===== config.mk =====
export PLATFORM = sky130hd
export DESIGN_NAME = bounded_priority_deque_bank_core
export DESIGN_NICKNAME = d
export VERILOG_FILES = /design/src/hw/rtl/bpdb_pkg.sv /design/src/hw/rtl/bpdb_slot_ram.sv /design/src/hw/rtl/bounded_priority_deque_bank_core.sv
export SDC_FILE = /design/constraint.sdc
export NUM_CORES = 2
export LEC_CHECK = 0
export ABC_CLOCK_PERIOD_IN_PS = 15200
export BUFFER_PORTS_ARGS = -buffer_cell sky130_fd_sc_hd__buf_2
export CORE_UTILIZATION = 40
export CTS_CLUSTER_SIZE = 30
export DETAILED_ROUTE_END_ITERATION = 10
export GPL_ROUTABILITY_DRIVEN = 0
export SLEW_MARGIN = 15
export SYNTH_ARGS = -nofsm -noshare
export SYNTH_HDL_FRONTEND = slang
export SYNTH_SLANG_ARGS = --single-unit
export TNS_END_PERCENT = 50

===== constraint.sdc =====
create_clock -name clk -period 15.2 [get_ports clk]
set_input_delay 0 -clock clk [delete_from_list [all_inputs] [get_ports clk]]
set_output_delay 0 -clock clk [all_outputs]
set_load 0.02 [all_outputs]

===== src/hw/rtl/bpdb_pkg.sv =====
// ----------------------------------------------------------------------------
// Bounded priority deque bank package
// Shared payload types, status and command codes and default sizes.
// ----------------------------------------------------------------------------
package bpdb_pkg;

  localparam int unsigned NUM_QUEUES_DEF  = 20;
  localparam int unsigned QUEUE_DEPTH_DEF = 8;

  localparam int unsigned LIMIT_W = 4;
  localparam int unsigned ID_W    = 16;
  localparam int unsigned SLOT_W  = ID_W + 1;

  localparam logic [LIMIT_W-1:0] LIMIT_RESET = 4'd5;

  localparam logic CMD_ADD  = 1'b0;
  localparam logic CMD_TAKE = 1'b1;

  localparam logic [2:0] ST_ADDED  = 3'd0;
  localparam logic [2:0] ST_FULL   = 3'd1;
  localparam logic [2:0] ST_SERVED = 3'd2;
  localparam logic [2:0] ST_EMPTY  = 3'd3;
  localparam logic [2:0] ST_BADIDX = 3'd4;

  typedef struct packed {
    logic            cmd;
    logic [4:0]      queue_index;
    logic            urgent;
    logic [ID_W-1:0] entry_id;
  } bpdb_in_t;

  typedef struct packed {
    logic [2:0]      status;
    logic [ID_W-1:0] served_id;
    logic            served_urgent;
    logic [3:0]      occupancy;
  } bpdb_out_t;

  typedef struct packed {
    logic wr_en;
    logic rd_en;
    logic load;
  } bpdb_ram_ctl_t;

endpackage


===== src/hw/rtl/bpdb_slot_ram.sv =====
// ----------------------------------------------------------------------------
// Slot storage RAM
// Single-port storage for all queue slots with a registered read that
// clears to zero when a result is loaded without a read.
// ----------------------------------------------------------------------------
module bpdb_slot_ram #(
  parameter int unsigned DEPTH  = 160,
  parameter int unsigned ADDR_W = 8
) (
  input  logic                          clk,
  input  bpdb_pkg::bpdb_ram_ctl_t       ctl,
  input  logic [ADDR_W-1:0]             addr,
  input  logic [bpdb_pkg::SLOT_W-1:0]   wr_data,
  output logic [bpdb_pkg::SLOT_W-1:0]   rd_data
);
  import bpdb_pkg::*;

  logic [SLOT_W-1:0] mem [DEPTH];
  logic [SLOT_W-1:0] rd_data_r;

  always_ff @(posedge clk) begin
    if (ctl.wr_en) begin
      mem[addr] <= wr_data;
    end
  end

  always_ff @(posedge clk) begin
    if (ctl.load) begin
      if (ctl.rd_en) begin
        rd_data_r <= mem[addr];
      end else begin
        rd_data_r <= '0;
      end
    end
  end

  assign rd_data = rd_data_r;

endmodule


===== src/hw/rtl/bounded_priority_deque_bank_core.sv =====
// ----------------------------------------------------------------------------
// Bounded priority deque bank
// A bank of bounded deques with urgent insertion at the front.
// ----------------------------------------------------------------------------
// Each input transfer carries an add or a take for one queue. An add places
// its entry at the front (urgent) or back of the queue while the queue holds
// fewer entries than the configured limit capped at the queue depth; a take
// removes the front entry. Every input transfer produces exactly one result
// transfer. The input item is registered, processed against the per-queue
// head and count registers and the slot RAM, and the result is presented
// from the result register and the registered slot RAM read.
// Throughput is one item per cycle unless the receiver stalls: head, count and
// one slot update with each processed item, so the next item needs no stall.
// When the receiver stalls, the result holds and one more item can wait in
// the input register before in_ready drops.
// Reset clears all heads, counts and valid flags and sets the limit to five;
// slot contents are not cleared and are only read after being written.
// The user must write the limit register via cfg_wr_en only while idle; unchecked.
// ----------------------------------------------------------------------------
module bounded_priority_deque_bank_core #(
  parameter int unsigned NUM_QUEUES  = bpdb_pkg::NUM_QUEUES_DEF,
  parameter int unsigned QUEUE_DEPTH = bpdb_pkg::QUEUE_DEPTH_DEF
) (
  input  logic                           clk,
  input  logic                           rst_n,
  input  logic                           in_valid,
  output logic                           in_ready,
  input  bpdb_pkg::bpdb_in_t             in_data,
  output logic                           out_valid,
  input  logic                           out_ready,
  output bpdb_pkg::bpdb_out_t            out_data,
  input  logic                           cfg_wr_en,
  input  logic [bpdb_pkg::LIMIT_W-1:0]   cfg_wr_data
);
  import bpdb_pkg::*;

  localparam int unsigned QI_W   = (NUM_QUEUES > 1) ? $clog2(NUM_QUEUES) : 1;
  localparam int unsigned HD_W   = (QUEUE_DEPTH > 1) ? $clog2(QUEUE_DEPTH) : 1;
  localparam int unsigned CNT_W  = $clog2(QUEUE_DEPTH + 1);
  localparam int unsigned SUM_W  = CNT_W + 1;
  localparam int unsigned MEM_D  = NUM_QUEUES * QUEUE_DEPTH;
  localparam int unsigned ADDR_W = (MEM_D > 1) ? $clog2(MEM_D) : 1;

  logic [LIMIT_W-1:0] limit_r;
  bpdb_in_t           item_r;
  logic               item_valid_r;
  logic               out_valid_r;
  logic [2:0]         status_r;
  logic [3:0]         occ_r;
  logic [HD_W-1:0]    head_r  [NUM_QUEUES];
  logic [CNT_W-1:0]   count_r [NUM_QUEUES];

  logic               advance;
  logic               proc;
  logic               bad;
  logic [QI_W-1:0]    qi;
  logic [HD_W-1:0]    hd;
  logic [CNT_W-1:0]   cnt;
  logic [7:0]         lim_eff;
  logic               room;
  logic [HD_W-1:0]    hd_dec;
  logic [HD_W-1:0]    hd_inc;
  logic [SUM_W-1:0]   tail_sum;
  logic [HD_W-1:0]    tail;
  logic [HD_W-1:0]    slot;
  logic [2:0]         status_nxt;
  logic [CNT_W-1:0]   count_nxt;
  logic [HD_W-1:0]    head_nxt;
  logic [3:0]         occ_nxt;
  logic               upd;
  bpdb_ram_ctl_t      ram_ctl;
  logic [ADDR_W-1:0]  ram_addr;
  logic [SLOT_W-1:0]  ram_rd_data;

  assign advance  = !out_valid_r || out_ready;
  assign proc     = item_valid_r && advance;
  assign in_ready = !item_valid_r || advance;

  assign bad = {1'b0, item_r.queue_index} >= 6'(NUM_QUEUES);
  assign qi  = item_r.queue_index[QI_W-1:0];
  assign hd  = head_r[qi];
  assign cnt = count_r[qi];

  assign lim_eff = (8'(limit_r) > 8'(QUEUE_DEPTH)) ? 8'(QUEUE_DEPTH) : 8'(limit_r);
  assign room    = 8'(cnt) < lim_eff;

  assign hd_dec   = (hd == '0) ? HD_W'(QUEUE_DEPTH - 1) : hd - 1'b1;
  assign hd_inc   = (hd == HD_W'(QUEUE_DEPTH - 1)) ? '0 : hd + 1'b1;
  assign tail_sum = SUM_W'(hd) + SUM_W'(cnt);
  assign tail     = (tail_sum >= SUM_W'(QUEUE_DEPTH)) ?
                    HD_W'(tail_sum - SUM_W'(QUEUE_DEPTH)) : HD_W'(tail_sum);

  always_comb begin
    status_nxt    = ST_BADIDX;
    count_nxt     = cnt;
    head_nxt      = hd;
    occ_nxt       = '0;
    upd           = 1'b0;
    slot          = hd;
    ram_ctl.wr_en = 1'b0;
    ram_ctl.rd_en = 1'b0;
    ram_ctl.load  = proc;
    priority if (bad) begin
      status_nxt = ST_BADIDX;
    end else if (item_r.cmd == CMD_ADD) begin
      if (room) begin
        status_nxt    = ST_ADDED;
        count_nxt     = cnt + 1'b1;
        upd           = 1'b1;
        ram_ctl.wr_en = proc;
        if (item_r.urgent) begin
          head_nxt = hd_dec;
          slot     = hd_dec;
        end else begin
          slot = tail;
        end
      end else begin
        status_nxt = ST_FULL;
      end
      occ_nxt = 4'(count_nxt);
    end else begin
      if (cnt != '0) begin
        status_nxt    = ST_SERVED;
        count_nxt     = cnt - 1'b1;
        head_nxt      = hd_inc;
        upd           = 1'b1;
        ram_ctl.rd_en = proc;
        occ_nxt       = 4'(count_nxt);
      end else begin
        status_nxt = ST_EMPTY;
      end
    end
  end

  assign ram_addr = ADDR_W'(qi) * ADDR_W'(QUEUE_DEPTH) + ADDR_W'(slot);

  always_ff @(posedge clk) begin
    if (!rst_n) begin
      limit_r <= LIMIT_RESET;
    end else if (cfg_wr_en) begin
      limit_r <= cfg_wr_data;
    end
  end

  always_ff @(posedge clk) begin
    if (!rst_n) begin
      item_valid_r <= 1'b0;
      out_valid_r  <= 1'b0;
    end else begin
      if (in_valid && in_ready) begin
        item_valid_r <= 1'b1;
      end else if (proc) begin
        item_valid_r <= 1'b0;
      end
      if (proc) begin
        out_valid_r <= 1'b1;
      end else if (out_ready) begin
        out_valid_r <= 1'b0;
      end
    end
  end

  always_ff @(posedge clk) begin
    if (in_valid && in_ready) begin
      item_r <= in_data;
    end
    if (proc) begin
      status_r <= status_nxt;
      occ_r    <= occ_nxt;
    end
  end

  always_ff @(posedge clk) begin
    if (!rst_n) begin
      for (int i = 0; i < NUM_QUEUES; i++) begin
        head_r[i]  <= '0;
        count_r[i] <= '0;
      end
    end else if (proc && upd) begin
      head_r[qi]  <= head_nxt;
      count_r[qi] <= count_nxt;
    end
  end

  bpdb_slot_ram #(
    .DEPTH  (MEM_D),
    .ADDR_W (ADDR_W)
  ) u_slot_ram (
    .clk     (clk),
    .ctl     (ram_ctl),
    .addr    (ram_addr),
    .wr_data ({item_r.urgent, item_r.entry_id}),
    .rd_data (ram_rd_data)
  );

  assign out_valid              = out_valid_r;
  assign out_data.status        = status_r;
  assign out_data.served_id     = ram_rd_data[ID_W-1:0];
  assign out_data.served_urgent = ram_rd_data[ID_W];
  assign out_data.occupancy     = occ_r;

endmodule


Yosys cells after proc, flatten, opt, wreduce, memory -nomap -nowiden
Memory sizes are Yosys's and may differ from the RTL's. A register that Yosys moved wholly into a read port is not among the register bits.
Cells that the tools add are included.
{"block": "word_totals", "ff_bits": 36, "mem_bits_rw": 2860, "in_bits": 32, "out_inout_bits": 26, "wordCells": 87, "mem_count": 3}
{"name": "u_slot_ram.mem", "words": 160, "word_bits": 17, "rd": 1, "rd_ports_with_merged_regs": 1, "wr": 1, "line": "bpdb_slot_ram.sv:18", "text": "logic [SLOT_W-1:0] mem [DEPTH];"}
{"name": "count_r", "words": 20, "word_bits": 4, "rd": 1, "rd_ports_with_merged_regs": 1, "wr": 20, "line": "bounded_priority_deque_bank_core.sv:51", "text": "logic [CNT_W-1:0] count_r [NUM_QUEUES];"}
{"name": "head_r", "words": 20, "word_bits": 3, "rd": 1, "rd_ports_with_merged_regs": 1, "wr": 20, "line": "bounded_priority_deque_bank_core.sv:50", "text": "logic [HD_W-1:0] head_r [NUM_QUEUES];"}
{"block": "classes", "n_addsub": 7, "n_lt_le_gt_ge": 4, "eq_ne": 1, "mux": 49, "n_reduce_logical": 14}
{"op": "3-bit two-way mux", "count": 14}
{"op": "4-bit two-way mux", "count": 8}
{"op": "1-bit two-way mux", "count": 22}
{"op": "5-bit two-way mux", "count": 4}
{"op": "8-bit by 3-bit adder with 8-bit output", "count": 1}
{"op": "3-bit by 1-bit subtractor with 3-bit output, second input constant", "count": 2}
{"op": "3-bit by 4-bit adder with 5-bit output", "count": 1}
{"op": "5-bit by 4-bit >= comparator with 1-bit output, second input constant", "count": 1}
{"op": "5-bit >= comparator, second input constant", "count": 1}
{"op": "4-bit by 1-bit adder with 4-bit output, second input constant", "count": 1}
{"op": "4-bit > comparator, second input constant", "count": 1}
{"op": "4-bit less-than comparator", "count": 1}
{"op": "2-bit nonzero test", "count": 2}
{"op": "4-bit nonzero test", "count": 1}
{"op": "4-bit OR reduction", "count": 1}
{"op": "4-bit by 1-bit subtractor with 4-bit output, second input constant", "count": 1}
{"op": "3-bit by 1-bit adder with 3-bit output, second input constant", "count": 1}
{"op": "3-bit equality test, second input constant", "count": 1}
{"op": "1-bit logical AND", "count": 3}
{"op": "1-bit zero test", "count": 3}
{"op": "3-bit zero test", "count": 1}
{"op": "3-bit OR reduction", "count": 1}
{"op": "1-bit logical OR", "count": 2}
{"op": "2-bit two-way mux", "count": 1}

Depth between registers and ports, before layout
{"block": "depth", "word_depth": 12, "depth_mapped": 27, "ltp_nobuf": 18}

Hierarchy
From an unflattened synthesis, not the netlist that was laid out.
{"block": "hier_totals", "hier_cells": 5486, "hier_area_um2": 116688.2}
{"mod": "bpdb_slot_ram", "n_inst": 1, "cells_each": 4671, "area_per_inst_um2": 104565.3, "seq_area_each_um2": 82188.8}
{"mod": "bounded_priority_deque_bank_core", "n_inst": 1, "cells_each": 815, "area_per_inst_um2": 12122.9, "seq_area_each_um2": 7847.5}

Worst setup path before layout
OpenSTA, ideal clock, no wires.
{"block": "synth_timing", "path_type": "flip-flop to flip-flop", "startpoint": "reg (tool-made name)", "endpoint": "mem u_slot_ram.mem[100][0] (netlist bit), enable pin", "setup_ps": 412, "t_arrival_ps": 6603, "slack_ps": 8184, "stages_incl_launch_ff": 23, "n_path_buf": 9, "period_less_slack_ps": 7016, "cell_sequence": "dfxtp_1 -> buf_4 -> buf_6 -> buf_4 -> mux4_2 -> mux4_2 -> mux2i_1 -> inv_1 -> ha_1 -> o21a_1 -> o21ai_0 -> nand2b_1 -> or3_1 -> clkbuf_1 -> o21a_1 -> clkbuf_1 -> o31ai_4 -> o21ai_2 -> buf_2 -> buf_1 -> buf_2 -> buf_1 -> nor3_1"}
{"element": "to (decl)", "line": "bpdb_slot_ram.sv:18"}

==> impl_metrics.env <==
export IMPL_ant_nets=0
export IMPL_cts_clk_slew_worst_paths_ns=0.06
export IMPL_remaining_drc_errors=0
export IMPL_die_w_um=533
export IMPL_slew_headroom_pct=6.45
export IMPL_synthTopCellsByCount="edfxtp_1 (2991), a22oi_1 (517), a22o_1 (422)"
export IMPL_combPwrFrac_pct=23.0
export IMPL_cts_root_buf="clkbuf_16"
export IMPL_fillers=23300
export IMPL_ys_seq_area_share_pct=79.8
export IMPL_worstMarginPinSlew_ns=1.40
export IMPL_htreeDepth=5
export IMPL_rsz0062_at_grt="false"
export IMPL_internal_power_mw=14.8
export IMPL_period_share_pct=59.7
export IMPL_cap_violations=0
export IMPL_die_h_um=533
export IMPL_core_area_mm2=0.280
export IMPL_vdd_ir_drop_worst_v=0.000143
export IMPL_rows=194
export IMPL_synth_area_leaders="edfxtp_1 (80%), a22oi_1 (3.4%), a22o_1 (3.3%)"
export IMPL_crit_fanout=41
export IMPL_synthCells=6264
export IMPL_cp_arrival_ns=9.92
export IMPL_synth_edf_count=2991
export IMPL_hold_depth=3
export IMPL_grt_max_degree=161
export IMPL_min_delay_start="rst_n"
export IMPL_p_per_area_mw_per_mm2=165
export IMPL_r2r_slack_ns=6.13
export IMPL_ys_flop_type="edfxtp_1"
export IMPL_clkPwrFrac_pct=33.7
export IMPL_end_kind="register"
export IMPL_setup_viol=0
export IMPL_layout_drive_gt1_share_pct=15.2
export IMPL_fin_setup_tns_ns=0
export IMPL_required_ns=16.04
export IMPL_grt_pass1_vias=61800
export IMPL_die_area_mm2=0.284
export IMPL_reg2reg_to="u_slot_ram.rd_data[11]"
export IMPL_routed_wirelength_um=317000
export IMPL_clock_latency_ns=0.98
export IMPL_p_seq_share_pct=43.3
export IMPL_p_sw_mw=6.59
export IMPL_fin_ws_ns=6.13
export IMPL_holdWs_ns=0.205
export IMPL_drt_first_pass_iters=6
export IMPL_cts_tree="yes"
export IMPL_dpl_worst_slack_ns=5.94
export IMPL_start_util_pct=40.3
export IMPL_synth_area_mm2=0.113
export IMPL_clock_skew_ns=0.0684
export IMPL_synthArstFlopShare_pct=0
export IMPL_synth_seq_cells=3002
export IMPL_ios=58
export IMPL_hold_violations=0
export IMPL_status="completed"
export IMPL_p_leak_nw=40.6
export IMPL_critPathLaunchType="register"
export IMPL_final_util_pct=46.2
export IMPL_reg2regPathDepth=19
export IMPL_min_to="out_valid"
export IMPL_areaGrowthSynthToFinish_pct=14.7
export IMPL_fmax_mhz=110
export IMPL_grt_ovfl_total=0
export IMPL_period_needed_ns=9.07
export IMPL_portBuffers=57
export IMPL_post_dp_hpwl_um=176000
export IMPL_hold_path_class="in -> reg"
export IMPL_p_sw_share_pct=30.8
export IMPL_grt_total_usage_pct=21.8
export IMPL_post_drt_via_cell_ratio=6.12
export IMPL_routed_via_count=64500
export IMPL_cts_buffer_depth=4
export IMPL_wire_per_inst_um=30.1
export IMPL_synth_area_per_cell_um2=18.0
export IMPL_yosys_area_top_type="edfxtp_1"
export IMPL_drt_initial_drc_count=8807
export IMPL_antenna_found_initial=10
export IMPL_yosysTopAreaCellShare_pct=79.6
export IMPL_drv_slew=0
export IMPL_grt_pass1_wl_um=453000
export IMPL_cts_made_buffers=318
export IMPL_yosys_warnings=0
export IMPL_post_cts_setup_buffer_count=0
export IMPL_critical_path_class="reg -> reg"
export IMPL_clock_sinks=3002
export IMPL_nNetsFinal=6639
export IMPL_yosysMostFrequentCell="edfxtp_1"
export IMPL_yosysUniqueCellTypes=70
## stage by stage
stage | power (mW) | std cells | cell area (µm²)
floorplan | 12.5 | 6347 | 113000
global placement | 14.3 | 9926 | 119000
detailed placement | 14.3 | 9930 | 119000
CTS | 21.5 | 10500 | 129000
global route | 22.0 | 10500 | 129000
finish | 21.4 | 10500 | 129000
## registers in the layout (all words and copies together) (netlist names), named ones only
signal,cells
u_slot_ram.mem,2720
limit_r,4
occ_r,4
head_r,96
u_slot_ram.rd_data,17
count_r,128
item_r,18
item_valid_r,1
qi,5
status_r,3
out_valid,1
## layer usage
metal	vias to the layer above	track usage [%]	routed length [µm]	part of all wire, %
met5	-	0	41	0.013
met4	6	6.24	8550	2.7
met3	421	3.93	28700	9.0
met2	3278	33.9	149000	47
met1	33700	31.3	132000	41
li1	27100	-	-	-
## worst max path at each step
stage | from | end | slack, ns | cells past startpoint
2_1_floorplan | register | u_slot_ram.mem[100][0] | 8.18 | 22
3_3_place_gp | register | u_slot_ram.rd_data[10] | 5.58 | 19
3_5_place_dp | register | u_slot_ram.rd_data[11] | 5.94 | 19
4_1_cts | register | u_slot_ram.rd_data[11] | 5.90 | 19
5_1_grt | register | u_slot_ram.rd_data[11] | 5.70 | 19
6_report | register | u_slot_ram.rd_data[11] | 6.13 | 19
## power groups by stage
stage / logic, mW / clock network, mW / registers, mW
after CTS: 4.90 / 7.29 / 9.26
after global routing: 5.16 / 7.61 / 9.27
after detailed placement: 4.87 / 0 / 9.44
after floorplan: 3.00 / 0 / 9.49
after global placement: 4.85 / 0 / 9.43
final: 4.93 / 7.21 / 9.26
## critical path, stage by stage, from the launching register on
cell and delay, ns:
dfxtp_4 0.68, buf_4 0.48, mux4_2 0.56, mux4_2 0.54, mux2i_1 0.52, inv_1 0.19
ha_1 0.24, nor4b_1 0.45, nand4_1 0.35, o221ai_1 0.54, o21a_4 0.63, buf_4 0.47
buf_4 0.53, buf_4 0.56, a22oi_1 0.16, nand2_1 0.12, o21ai_0 0.11, mux4_2 0.58
a2111oi_1 0.97, a211o_1 0.19
## placed cells by master, fill, tap and decap left out, drive strengths merged, types with 16 or more instances in the layout
cell type	n
edfxtp	2991
a22oi	517
a221oi	423
a22o	422
clkbuf	384
buf	342
a21oi	268
nor3	250
o22ai	214
nor2	173
clkinv	122
nand2	88
conb	84
dlygate4sd3	69
mux4	64
o21ai	46
inv	38
or4	36
mux2i	30
nand3	23
nor4	21
o211ai	16
bufinv	16
## cell families after synthesis
family,count (synthesis),share of synthesized area (%)
XOR/XNOR,4,0.0310
adder cells (fa/ha/maj),12,0.140
other,1,0.00332
buffers and inverters,517,2.22
flip-flops,3002,79.8
AND/OR/NAND/NOR,626,2.66
multiplexers,100,1.60
AO/OA/AOI/OAI,2002,13.6
## area by class of cell
class | count | area, µm² | share of cell area, %
flip-flops and latches | 3002 | 90000 | 69.6
multi-input cells | 2828 | 21700 | 16.7
clock buffers | 384 | 8310 | 6.42
well taps | 3724 | 4660 | 3.60
repair buffers | 411 | 3410 | 2.63
clock inverters | 148 | 1170 | 0.902
inverters | 34 | 128 | 0.0986
diodes | 5 | 12.5 | 0.00967
## repair_timing
item | in CTS | in global routing
hold buffers | 69 | 0
endpoints found under the hold margin | 163 | 0
gates resized for setup | 0 | 0
Note: power is estimated with default switching activity, not from simulation.
